## config.mk

```make
export PLATFORM = sky130hd
export DESIGN_NAME = two_channel_mark_space_pwm
export DESIGN_NICKNAME = d
export VERILOG_FILES = /design/src/rtl/mspwm_pkg.sv /design/src/rtl/mspwm_channel.sv /design/src/rtl/two_channel_mark_space_pwm.sv
export SDC_FILE = /design/constraint.sdc
export NUM_CORES = 1
export LEC_CHECK = 0
export ABC_CLOCK_PERIOD_IN_PS = 9020
export BUFFER_PORTS_ARGS = -buffer_cell sky130_fd_sc_hd__buf_2
export CAP_MARGIN = 5
export CORE_MARGIN = 10
export CORE_UTILIZATION = 60
export DETAILED_ROUTE_END_ITERATION = 16
export PLACE_DENSITY_LB_ADDON = 0.3
export SYNTH_ARGS = -nofsm -noshare
export SYNTH_HDL_FRONTEND = slang
export SYNTH_HIERARCHICAL = 1
export SYNTH_SLANG_ARGS = --single-unit
```

## constraint.sdc

```tcl
create_clock -name clk -period 9.02 [get_ports clk]
set_clock_uncertainty 0.1 [all_clocks]
set_input_delay 0.902 -clock clk [delete_from_list [all_inputs] [get_ports clk]]
set_output_delay 0.902 -clock clk [all_outputs]
set_load 0.05 [all_outputs]
```

## src/rtl/mspwm_pkg.sv

```systemverilog
// ----------------------------------------------------------------------------
// mspwm_pkg
// Shared types and constants for the two-channel mark-space pwm block:
// request kinds, register offsets, control bit positions and channel structs.
// ----------------------------------------------------------------------------
package mspwm_pkg;

    // default widths handed to the top level parameters
    localparam int COUNTER_WIDTH_DEF = 32;
    localparam int DIVISOR_WIDTH_DEF = 12;

    // stream payload widths
    localparam int IN_TDATA_W  = 40;
    localparam int IN_TUSER_W  = 3;
    localparam int OUT_TDATA_W = 40;
    localparam int OUT_TUSER_W = 1;

    // request kinds
    localparam logic [1:0] REQ_TICK  = 2'd0;
    localparam logic [1:0] REQ_WRITE = 2'd1;
    localparam logic [1:0] REQ_READ  = 2'd2;

    // areas
    localparam logic AREA_PWM = 1'b0;
    localparam logic AREA_CLK = 1'b1;

    // pwm area offsets
    localparam logic [7:0] OFF_CTL   = 8'd0;
    localparam logic [7:0] OFF_STA   = 8'd4;
    localparam logic [7:0] OFF_RNG_A = 8'd16;
    localparam logic [7:0] OFF_DAT_A = 8'd20;
    localparam logic [7:0] OFF_RNG_B = 8'd32;
    localparam logic [7:0] OFF_DAT_B = 8'd36;

    // clock area offsets
    localparam logic [7:0] OFF_CM_CTL = 8'd160;
    localparam logic [7:0] OFF_CM_DIV = 8'd164;

    // clock manager password in the top byte
    localparam logic [7:0] CLK_PASSWORD = 8'h5a;

    // control word bit positions
    localparam int CTL_EN_A  = 0;
    localparam int CTL_SIL_A = 3;
    localparam int CTL_POL_A = 4;
    localparam int CTL_CLRF  = 6;
    localparam int CTL_EN_B  = 8;
    localparam int CTL_SIL_B = 11;
    localparam int CTL_POL_B = 12;

    // status bit positions
    localparam int STA_ACT_A = 9;
    localparam int STA_ACT_B = 10;

    // clock control bit positions
    localparam int CLK_ENABLE = 4;
    localparam int CLK_BUSY   = 7;

    // divisor field position in the divisor register
    localparam int DIV_LSB = 12;

    // per-channel control bits, taken from the control word
    typedef struct packed {
        logic en;
        logic sil;
        logic pol;
    } chan_ctl_t;

    // per-channel register write strobes
    typedef struct packed {
        logic period;
        logic duty;
    } chan_wr_t;

endpackage

```

## src/rtl/mspwm_channel.sv

```systemverilog
// ----------------------------------------------------------------------------
// mspwm_channel
// One mark-space channel: range, duty and counter registers, with the level
// that the channel drives once the current transfer has been applied.
// ----------------------------------------------------------------------------
module mspwm_channel
    import mspwm_pkg::*;
#(
    parameter int COUNTER_WIDTH = COUNTER_WIDTH_DEF
)
(
    input  logic                     clk,
    input  logic                     rst_n,
    input  logic                     step,       // divided clock for this channel
    input  chan_wr_t                 wr,         // qualified register writes
    input  logic [COUNTER_WIDTH-1:0] wr_data,
    input  chan_ctl_t                ctl,        // control bits after this transfer
    output logic [COUNTER_WIDTH-1:0] period,
    output logic [COUNTER_WIDTH-1:0] duty,
    output logic                     level_next
);

    logic [COUNTER_WIDTH-1:0] period_reg;
    logic [COUNTER_WIDTH-1:0] duty_reg;
    logic [COUNTER_WIDTH-1:0] count_reg;
    logic [COUNTER_WIDTH-1:0] period_next;
    logic [COUNTER_WIDTH-1:0] duty_next;
    logic [COUNTER_WIDTH-1:0] count_next;
    logic [COUNTER_WIDTH:0]   count_inc;
    logic                     wrap;
    logic                     mark_inc;
    logic                     mark_hold;
    logic                     mark;

    // register writes
    assign period_next = wr.period ? wr_data : period_reg;
    assign duty_next   = wr.duty ? wr_data : duty_reg;

    // counter step and wrap, with both level candidates in parallel
    assign count_inc = {1'b0, count_reg} + {{COUNTER_WIDTH{1'b0}}, 1'b1};
    assign wrap      = count_inc >= {1'b0, period_reg};
    assign mark_inc  = wrap ? (duty_reg != '0) : (count_inc < {1'b0, duty_reg});
    assign mark_hold = count_reg < duty_next;

    always_comb
    begin
        if (step)
        begin
            count_next = wrap ? '0 : count_inc[COUNTER_WIDTH-1:0];
            mark       = mark_inc;
        end
        else
        begin
            count_next = count_reg;
            mark       = mark_hold;
        end
    end

    // output level: disabled channel drives its silence bit
    assign level_next = ctl.en ? (mark ^ ctl.pol) : ctl.sil;

    // channel state
    always_ff @(posedge clk or negedge rst_n)
    begin
        if (!rst_n)
        begin
            period_reg <= '0;
            duty_reg   <= '0;
            count_reg  <= '0;
        end
        else
        begin
            period_reg <= period_next;
            duty_reg   <= duty_next;
            count_reg  <= count_next;
        end
    end

    assign period = period_reg;
    assign duty   = duty_reg;

endmodule

```

## src/rtl/two_channel_mark_space_pwm.sv

```systemverilog
// ----------------------------------------------------------------------------
// two_channel_mark_space_pwm
// Two-channel mark-space pwm with a clock divider, driven by a stream of
// tick, register write and register read requests; one result per request.
//
//   channel   direction  tdata (low bit up)                 tuser
//   s_axis    in         offset[7:0], write_data[39:8]       req_type[1:0], area[2]
//   m_axis    out        read_data[31:0], pwm_out_a[32],     access_error[0]
//                        pwm_out_b[33], zeros[39:34]
//
// One request per cycle sustained while the output is not stalled; an input
// transfer reaches its result through the input register, then the result register.
// Register updates and the result are formed combinationally between the
// two registers, so a request sees everything the previous one left.
// rst_n clears valid flags, control and channel state; payload registers are not reset; clock divisor resets to one.
// A stalled output holds the result and the input register; new input is
// taken whenever the pipeline can move.
// ----------------------------------------------------------------------------
module two_channel_mark_space_pwm
    import mspwm_pkg::*;
#(
    parameter int COUNTER_WIDTH = COUNTER_WIDTH_DEF,
    parameter int DIVISOR_WIDTH = DIVISOR_WIDTH_DEF
)
(
    input  logic                   clk,
    input  logic                   rst_n,
    input  logic                   s_tvalid,
    output logic                   s_tready,
    input  logic [IN_TDATA_W-1:0]  s_tdata,   // offset, write_data
    input  logic [IN_TUSER_W-1:0]  s_tuser,   // req_type, area
    output logic                   m_tvalid,
    input  logic                   m_tready,
    output logic [OUT_TDATA_W-1:0] m_tdata,   // read_data, pwm_out_a, pwm_out_b, zeros
    output logic [OUT_TUSER_W-1:0] m_tuser    // access_error
);

    // input register
    logic        in_valid_reg;
    logic [1:0]  req_reg;
    logic        area_reg;
    logic [7:0]  offset_reg;
    logic [31:0] wdata_reg;

    // result register
    logic        out_valid_reg;
    logic [31:0] out_data_reg;
    logic        out_a_reg;
    logic        out_b_reg;
    logic        out_err_reg;

    // block state
    logic [15:0]              cw_reg;
    logic [15:0]              cw_next;
    logic [7:0]               cc_reg;
    logic [7:0]               cc_next;
    logic [DIVISOR_WIDTH-1:0] div_reg;
    logic [DIVISOR_WIDTH-1:0] div_next;
    logic [DIVISOR_WIDTH-1:0] pre_reg;
    logic [DIVISOR_WIDTH-1:0] pre_next;

    logic                     advance;
    logic                     proc;
    logic                     is_tick;
    logic                     is_wr;
    logic                     is_rd;
    logic                     pw_ok;
    logic                     ok;
    logic [31:0]              rd_data;
    logic [DIVISOR_WIDTH-1:0] pre_inc;
    logic [DIVISOR_WIDTH-1:0] div_eff;
    logic                     fire;
    logic                     div_clk;
    chan_wr_t                 wr_a;
    chan_wr_t                 wr_b;
    chan_ctl_t                ctl_a;
    chan_ctl_t                ctl_b;
    logic [COUNTER_WIDTH-1:0] period_a;
    logic [COUNTER_WIDTH-1:0] duty_a;
    logic [COUNTER_WIDTH-1:0] period_b;
    logic [COUNTER_WIDTH-1:0] duty_b;
    logic                     level_a;
    logic                     level_b;

    // handshake
    assign advance  = !out_valid_reg || m_tready;
    assign s_tready = !in_valid_reg || advance;
    assign proc     = in_valid_reg && advance;

    assign is_tick = proc && (req_reg == REQ_TICK);
    assign is_wr   = proc && (req_reg == REQ_WRITE);
    assign is_rd   = proc && (req_reg == REQ_READ);

    // clock divider
    assign pre_inc = pre_reg + {{(DIVISOR_WIDTH-1){1'b0}}, 1'b1};
    assign div_eff = (div_reg == '0) ? {{(DIVISOR_WIDTH-1){1'b0}}, 1'b1} : div_reg;
    assign fire    = (pre_inc == '0) || (pre_inc >= div_eff);
    assign div_clk = is_tick && cc_reg[CLK_ENABLE] && fire;

    always_comb
    begin
        pre_next = pre_reg;
        if (is_tick && cc_reg[CLK_ENABLE])
        begin
            pre_next = fire ? '0 : pre_inc;
        end
    end

    // register writes and clock password check
    assign pw_ok = wdata_reg[31:24] == CLK_PASSWORD;

    always_comb
    begin
        cw_next  = cw_reg;
        cc_next  = cc_reg;
        div_next = div_reg;
        wr_a     = '0;
        wr_b     = '0;
        if (is_wr && area_reg == AREA_PWM)
        begin
            case (offset_reg)
                OFF_CTL:
                begin
                    cw_next           = wdata_reg[15:0];
                    cw_next[CTL_CLRF] = 1'b0;
                end
                OFF_RNG_A: wr_a.period = 1'b1;
                OFF_DAT_A: wr_a.duty   = 1'b1;
                OFF_RNG_B: wr_b.period = 1'b1;
                OFF_DAT_B: wr_b.duty   = 1'b1;
                default:   cw_next     = cw_reg;
            endcase
        end
        if (is_wr && area_reg == AREA_CLK && pw_ok)
        begin
            case (offset_reg)
                OFF_CM_CTL: cc_next  = {wdata_reg[CLK_ENABLE], wdata_reg[6:0]};
                OFF_CM_DIV: div_next = wdata_reg[DIV_LSB +: DIVISOR_WIDTH];
                default:    cc_next  = cc_reg;
            endcase
        end
    end

    // read mux and access check
    always_comb
    begin
        rd_data = '0;
        ok      = 1'b1;
        if (area_reg == AREA_PWM)
        begin
            case (offset_reg)
                OFF_CTL:   rd_data = {16'b0, cw_reg};
                OFF_STA:
                begin
                    rd_data[STA_ACT_A] = cw_reg[CTL_EN_A];
                    rd_data[STA_ACT_B] = cw_reg[CTL_EN_B];
                end
                OFF_RNG_A: rd_data = 32'(period_a);
                OFF_DAT_A: rd_data = 32'(duty_a);
                OFF_RNG_B: rd_data = 32'(period_b);
                OFF_DAT_B: rd_data = 32'(duty_b);
                default:   ok      = 1'b0;
            endcase
        end
        else
        begin
            case (offset_reg)
                OFF_CM_CTL: rd_data = {24'b0, cc_reg};
                OFF_CM_DIV: rd_data = 32'({div_reg, {DIV_LSB{1'b0}}});
                default:    ok      = 1'b0;
            endcase
            if (req_reg == REQ_WRITE && !pw_ok)
            begin
                ok = 1'b0;
            end
        end
        if (req_reg == REQ_TICK)
        begin
            ok = 1'b1;
        end
        else if (req_reg != REQ_WRITE && req_reg != REQ_READ)
        begin
            ok = 1'b0;
        end
        if (!is_rd || !ok)
        begin
            rd_data = '0;
        end
    end

    // channel control bits after this transfer
    assign ctl_a = '{en: cw_next[CTL_EN_A], sil: cw_next[CTL_SIL_A], pol: cw_next[CTL_POL_A]};
    assign ctl_b = '{en: cw_next[CTL_EN_B], sil: cw_next[CTL_SIL_B], pol: cw_next[CTL_POL_B]};

    // channels
    mspwm_channel #(
        .COUNTER_WIDTH (COUNTER_WIDTH)
    ) u_chan_a (
        .clk        (clk),
        .rst_n      (rst_n),
        .step       (div_clk && cw_reg[CTL_EN_A]),
        .wr         (wr_a),
        .wr_data    (wdata_reg[COUNTER_WIDTH-1:0]),
        .ctl        (ctl_a),
        .period     (period_a),
        .duty       (duty_a),
        .level_next (level_a)
    );

    mspwm_channel #(
        .COUNTER_WIDTH (COUNTER_WIDTH)
    ) u_chan_b (
        .clk        (clk),
        .rst_n      (rst_n),
        .step       (div_clk && cw_reg[CTL_EN_B]),
        .wr         (wr_b),
        .wr_data    (wdata_reg[COUNTER_WIDTH-1:0]),
        .ctl        (ctl_b),
        .period     (period_b),
        .duty       (duty_b),
        .level_next (level_b)
    );

    // control state
    always_ff @(posedge clk or negedge rst_n)
    begin
        if (!rst_n)
        begin
            in_valid_reg  <= 1'b0;
            out_valid_reg <= 1'b0;
            cw_reg        <= '0;
            cc_reg        <= '0;
            div_reg       <= {{(DIVISOR_WIDTH-1){1'b0}}, 1'b1};
            pre_reg       <= '0;
        end
        else
        begin
            if (s_tready)
            begin
                in_valid_reg <= s_tvalid;
            end
            if (advance)
            begin
                out_valid_reg <= in_valid_reg;
            end
            cw_reg  <= cw_next;
            cc_reg  <= cc_next;
            div_reg <= div_next;
            pre_reg <= pre_next;
        end
    end

    // input payload
    always_ff @(posedge clk)
    begin
        if (s_tready && s_tvalid)
        begin
            req_reg    <= s_tuser[1:0];
            area_reg   <= s_tuser[2];
            offset_reg <= s_tdata[7:0];
            wdata_reg  <= s_tdata[39:8];
        end
    end

    // result payload
    always_ff @(posedge clk)
    begin
        if (proc)
        begin
            out_data_reg <= rd_data;
            out_a_reg    <= level_a;
            out_b_reg    <= level_b;
            out_err_reg  <= !ok;
        end
    end

    assign m_tvalid = out_valid_reg;
    assign m_tdata  = {{(OUT_TDATA_W-34){1'b0}}, out_b_reg, out_a_reg, out_data_reg};
    assign m_tuser  = out_err_reg;

endmodule
```

==> flow_summary.toml <==
[yosys]
synth_seq_cells = 318
avgSynthCellArea_um2 = 9.54
yosys_warnings = 6
synth_cells = 2100
ys_async_sr_fraction = 0.755
syn_area_um2 = 20000
ys_seq_area_frac = 0.417
yosysUniqueCellTypes = 82
synth_ff_type = "dfrtp_1"
synth-edff-count = 78

[setup_path]
r2r-start = "u_chan_b/count_reg[0]"
r2r-end = "out_b_reg"
path_max_fanout = 63
startpoint = "m_tready"
slowest_stage = "buf_4"
arrival_ns = 5.65
crit_required_ns = 9.18
rr_worst_depth = 15
cp-end-kind = "flop"
worstPathCellList = "buf_2, nand2b_1, and2_2, buf_4, nand2_1, or2_2, nor2b_4, buf_4, nand2_1, o21a_1, ha_1, a21o_1, a21oi_1, o21ai_0, a221o_1, a211o_1, a211o_1, a221oi_1, o211ai_1"
slowest_delay_ns = 0.53
critical-path-top-delay-family = "compound AO/OA/AOI/OAI gates"
rrSetupSlack_ns = 3.56
start_kind = "primary input"
cp.depth = 19
cp-endpoint = "out_b_reg"
crit_buf_inv = 3
worst-setup-path-type = "primary input to flop"

[timing]
setup_slack_ns = 3.53
relSlewSlack = 0.226
hold_viol_final = 0
finalSetupViolCount = 0
slew_violations = 0
fin_crit_sh = 0.608
worst_pin_slew_ns = 1.16
period_needed_ns = 5.49
tns_ns = 0
rsz0062_at_grt = "false"
fmax_ghz = 0.182

[drt]
routedWlPerCell_um = 23.8
vias = 16800
wl_mm = 62.5
viasPerCell = 6.40
first_iter_violations = 1807
drcViolationCount = 0
antenna_left = 0
drtPass1Iterations = 5

[clock_tree]
clockRootBuffer = "clkbuf_16"
cts_tree = "built"
cts_buffers = 37
clock_sinks = 318
htreeDepth = 2
cts_setup_buffers = 0
clockBufferDepth = 3
ctsResizeCount = 0
clkTransAtPathRegs_ns = 0.06
clk_latency_ns = 0.56
cts-hold-fix-buffers = 0

[die]
die_y_um = 203
core-area_um2 = 32800
row_count = 66
die_area_um2 = 41100
pin_count = 90
dieWidth_um = 203
initial_core_util = 0.611

[power_and_ir_drop]
leakage_nw = 10.1
p_total_mw = 3.30
p_per_area_nw_per_um2 = 150
peakVddDrop_v = 0.000156

[hold_path]
hold_class = "primary input to async pin"

[grt]
grt_max_degree = 110
antenna_found_initial = 0
grt_pass1_wl_mm = 96.4
overflow = 0
grt_pass1_vias = 16300
track_usage = 0.301

[placement]
dpl_cell_area_um2 = 20700
pre_cts_ws_ns = 3.18
place_hpwl_mm = 46.9
place.gp.congestion = 0.981
io_buffer_count = 83

[final_layout]
post-route-util = 0.671
layout-drive-gt1-share = 0.112
multi_input_area_um2 = 10400
register_area_um2 = 8350
fillCellCount = 2594
area_growth_pct = 9.83
final_area_um2 = 22000
diodes = 0
final_nets = 2405

[status]
status = "finished, final reports clean"

[job]
drv_cap = 0
synth_stat cells, drive strengths merged, types with 3 or more instances:
| cell | instances | area (um^2) |
|---|---|---|
| mux2i | 14 | 140 |
| o31ai | 5 | 57.6 |
| nor4bb | 3 | 30.0 |
| a32o | 5 | 50.1 |
| nand2 | 251 | 962 |
| a211o | 15 | 134 |
| a21oi | 82 | 410 |
| nand2b | 14 | 87.6 |
| ha | 207 | 2590 |
| xor2 | 19 | 166 |
| and3 | 21 | 138 |
| nor3 | 30 | 183 |
| a211oi | 20 | 155 |
| nor4 | 29 | 213 |
| a221oi | 6 | 52.6 |
| nand3b | 5 | 45.0 |
| a2111oi | 6 | 52.6 |
| a311oi | 3 | 26.3 |
| dfrtp | 239 | 5980 |
| nor2 | 73 | 274 |
| a221o | 6 | 60.1 |
| edfxtp | 78 | 2340 |
| and4 | 8 | 70.1 |
| nand3 | 76 | 390 |
| and2 | 8 | 55.1 |
| o211ai | 11 | 82.6 |
| a31o | 3 | 35.0 |
| a22oi | 40 | 300 |
| xnor2 | 50 | 438 |
| or3 | 18 | 115 |
| a21boi | 3 | 22.5 |
| o21ai | 155 | 780 |
| nand4 | 40 | 250 |
| nor2b | 11 | 83.8 |
| buf | 43 | 262 |
| o21a | 78 | 586 |
| inv | 234 | 878 |
| o2bb2ai | 25 | 219 |
| a21o | 25 | 188 |
| mux2 | 32 | 360 |
| a22o | 27 | 236 |
| or2 | 6 | 37.5 |
| clkbuf | 49 | 185 |
metrics by stage:
stage,hold slack [ns],instances
6_report,0.265,2620
5_1_grt,0.347,2620
4_1_cts,0.319,2619
3_5_place_dp,0.379,2553
3_3_place_gp,0.370,2553
2_1_floorplan,0.349,2105
layout make-up:
type / instances / share of cell area
flip-flops and latches: 318 / 0.379
well taps: 442 / 0.0251
clock inverters: 19 / 0.0119
inverters: 234 / 0.0399
multi-input cells: 1461 / 0.474
repair buffers: 99 / 0.0247
clock buffers: 47 / 0.0452
cells in the final DEF (no fill, tap or decap), types with 6 or more instances in the layout:
| cell type | count |
|---|---|
| bufinv_16 | 6 |
| ha_1 | 207 |
| clkbuf_1 | 8 |
| or3_1 | 16 |
| nand2b_1 | 14 |
| clkbuf_16 | 38 |
| dfrtp_1 | 239 |
| mux2i_1 | 14 |
| and4_1 | 8 |
| nand3_1 | 74 |
| a21oi_1 | 82 |
| a22oi_1 | 40 |
| a211oi_1 | 19 |
| xnor2_1 | 50 |
| nor2b_4 | 6 |
| a211o_1 | 13 |
| o21ai_0 | 154 |
| edfxtp_1 | 78 |
| nor4_1 | 23 |
| nor2_1 | 73 |
| and3_1 | 16 |
| a221o_1 | 6 |
| xor2_1 | 19 |
| conb_1 | 6 |
| inv_1 | 234 |
| nor4_2 | 6 |
| o2bb2ai_1 | 25 |
| o21a_1 | 78 |
| o211ai_1 | 11 |
| nand2_1 | 247 |
| a2111oi_0 | 6 |
| mux2_2 | 32 |
| nand4_1 | 40 |
| a22o_1 | 27 |
| buf_4 | 15 |
| a21o_1 | 25 |
| nor3_1 | 26 |
| buf_2 | 83 |
| a221oi_1 | 6 |
where the power goes:
group / internal, mW / total, mW / switching (mW)
combinational: 0.0380 / 0.154 / 0.116
sequential: 1.51 / 1.56 / 0.0483
clock: 0.955 / 1.58 / 0.627
per-layer routing:
| layer | global-route usage | up-vias | wire (um) |
|---|---|---|---|
| li1 | - | 7616 | - |
| met2 | 0.470 | 832 | 28000 |
| met5 | 0 | - | 0 |
| met1 | 0.410 | 8182 | 26300 |
| met4 | 0.111 | 0 | 2270 |
| met3 | 0.0559 | 140 | 5950 |
worst reg2reg max path, stage by stage, from the launching register on:
cell and delay [ns]:
dfrtp_1 0.55, ha_1 0.36, and4_1 0.32, nand2_1 0.23
nor3_2 0.40, and3_1 0.35, nand3_1 0.13, xnor2_1 0.34
ha_1 0.32, nand4_1 0.18, nor4_1 0.14, a41o_1 0.29
o41ai_4 0.49, nand2_2 0.44, o2111ai_1 0.37, o211ai_1 0.14
worst min-delay path by stage:
stage	from	end	cells past startpoint
floorplan	in_valid_reg	m_tvalid	1
global placement	in_valid_reg	m_tvalid	1
detailed placement	in_valid_reg	m_tvalid	1
CTS	rst_n	pre_reg[9]	1
global route	rst_n	pre_reg[7]	1
finish	rst_n	pre_reg[9]	1
cell families (layout without fill, tap and decap cells):
logic type	Yosys count	after routing	share of synthesized area
buf+inv	326	399	0.0661
simple gates	597	597	0.149
other cells	1	6	0.000187
compound gates	536	536	0.183
fa+ha+maj	207	207	0.129
flops	318	318	0.417
xor+xnor	69	69	0.0302
mux	46	46	0.0250
No activity file was read; power rests on OpenSTA's default activity.
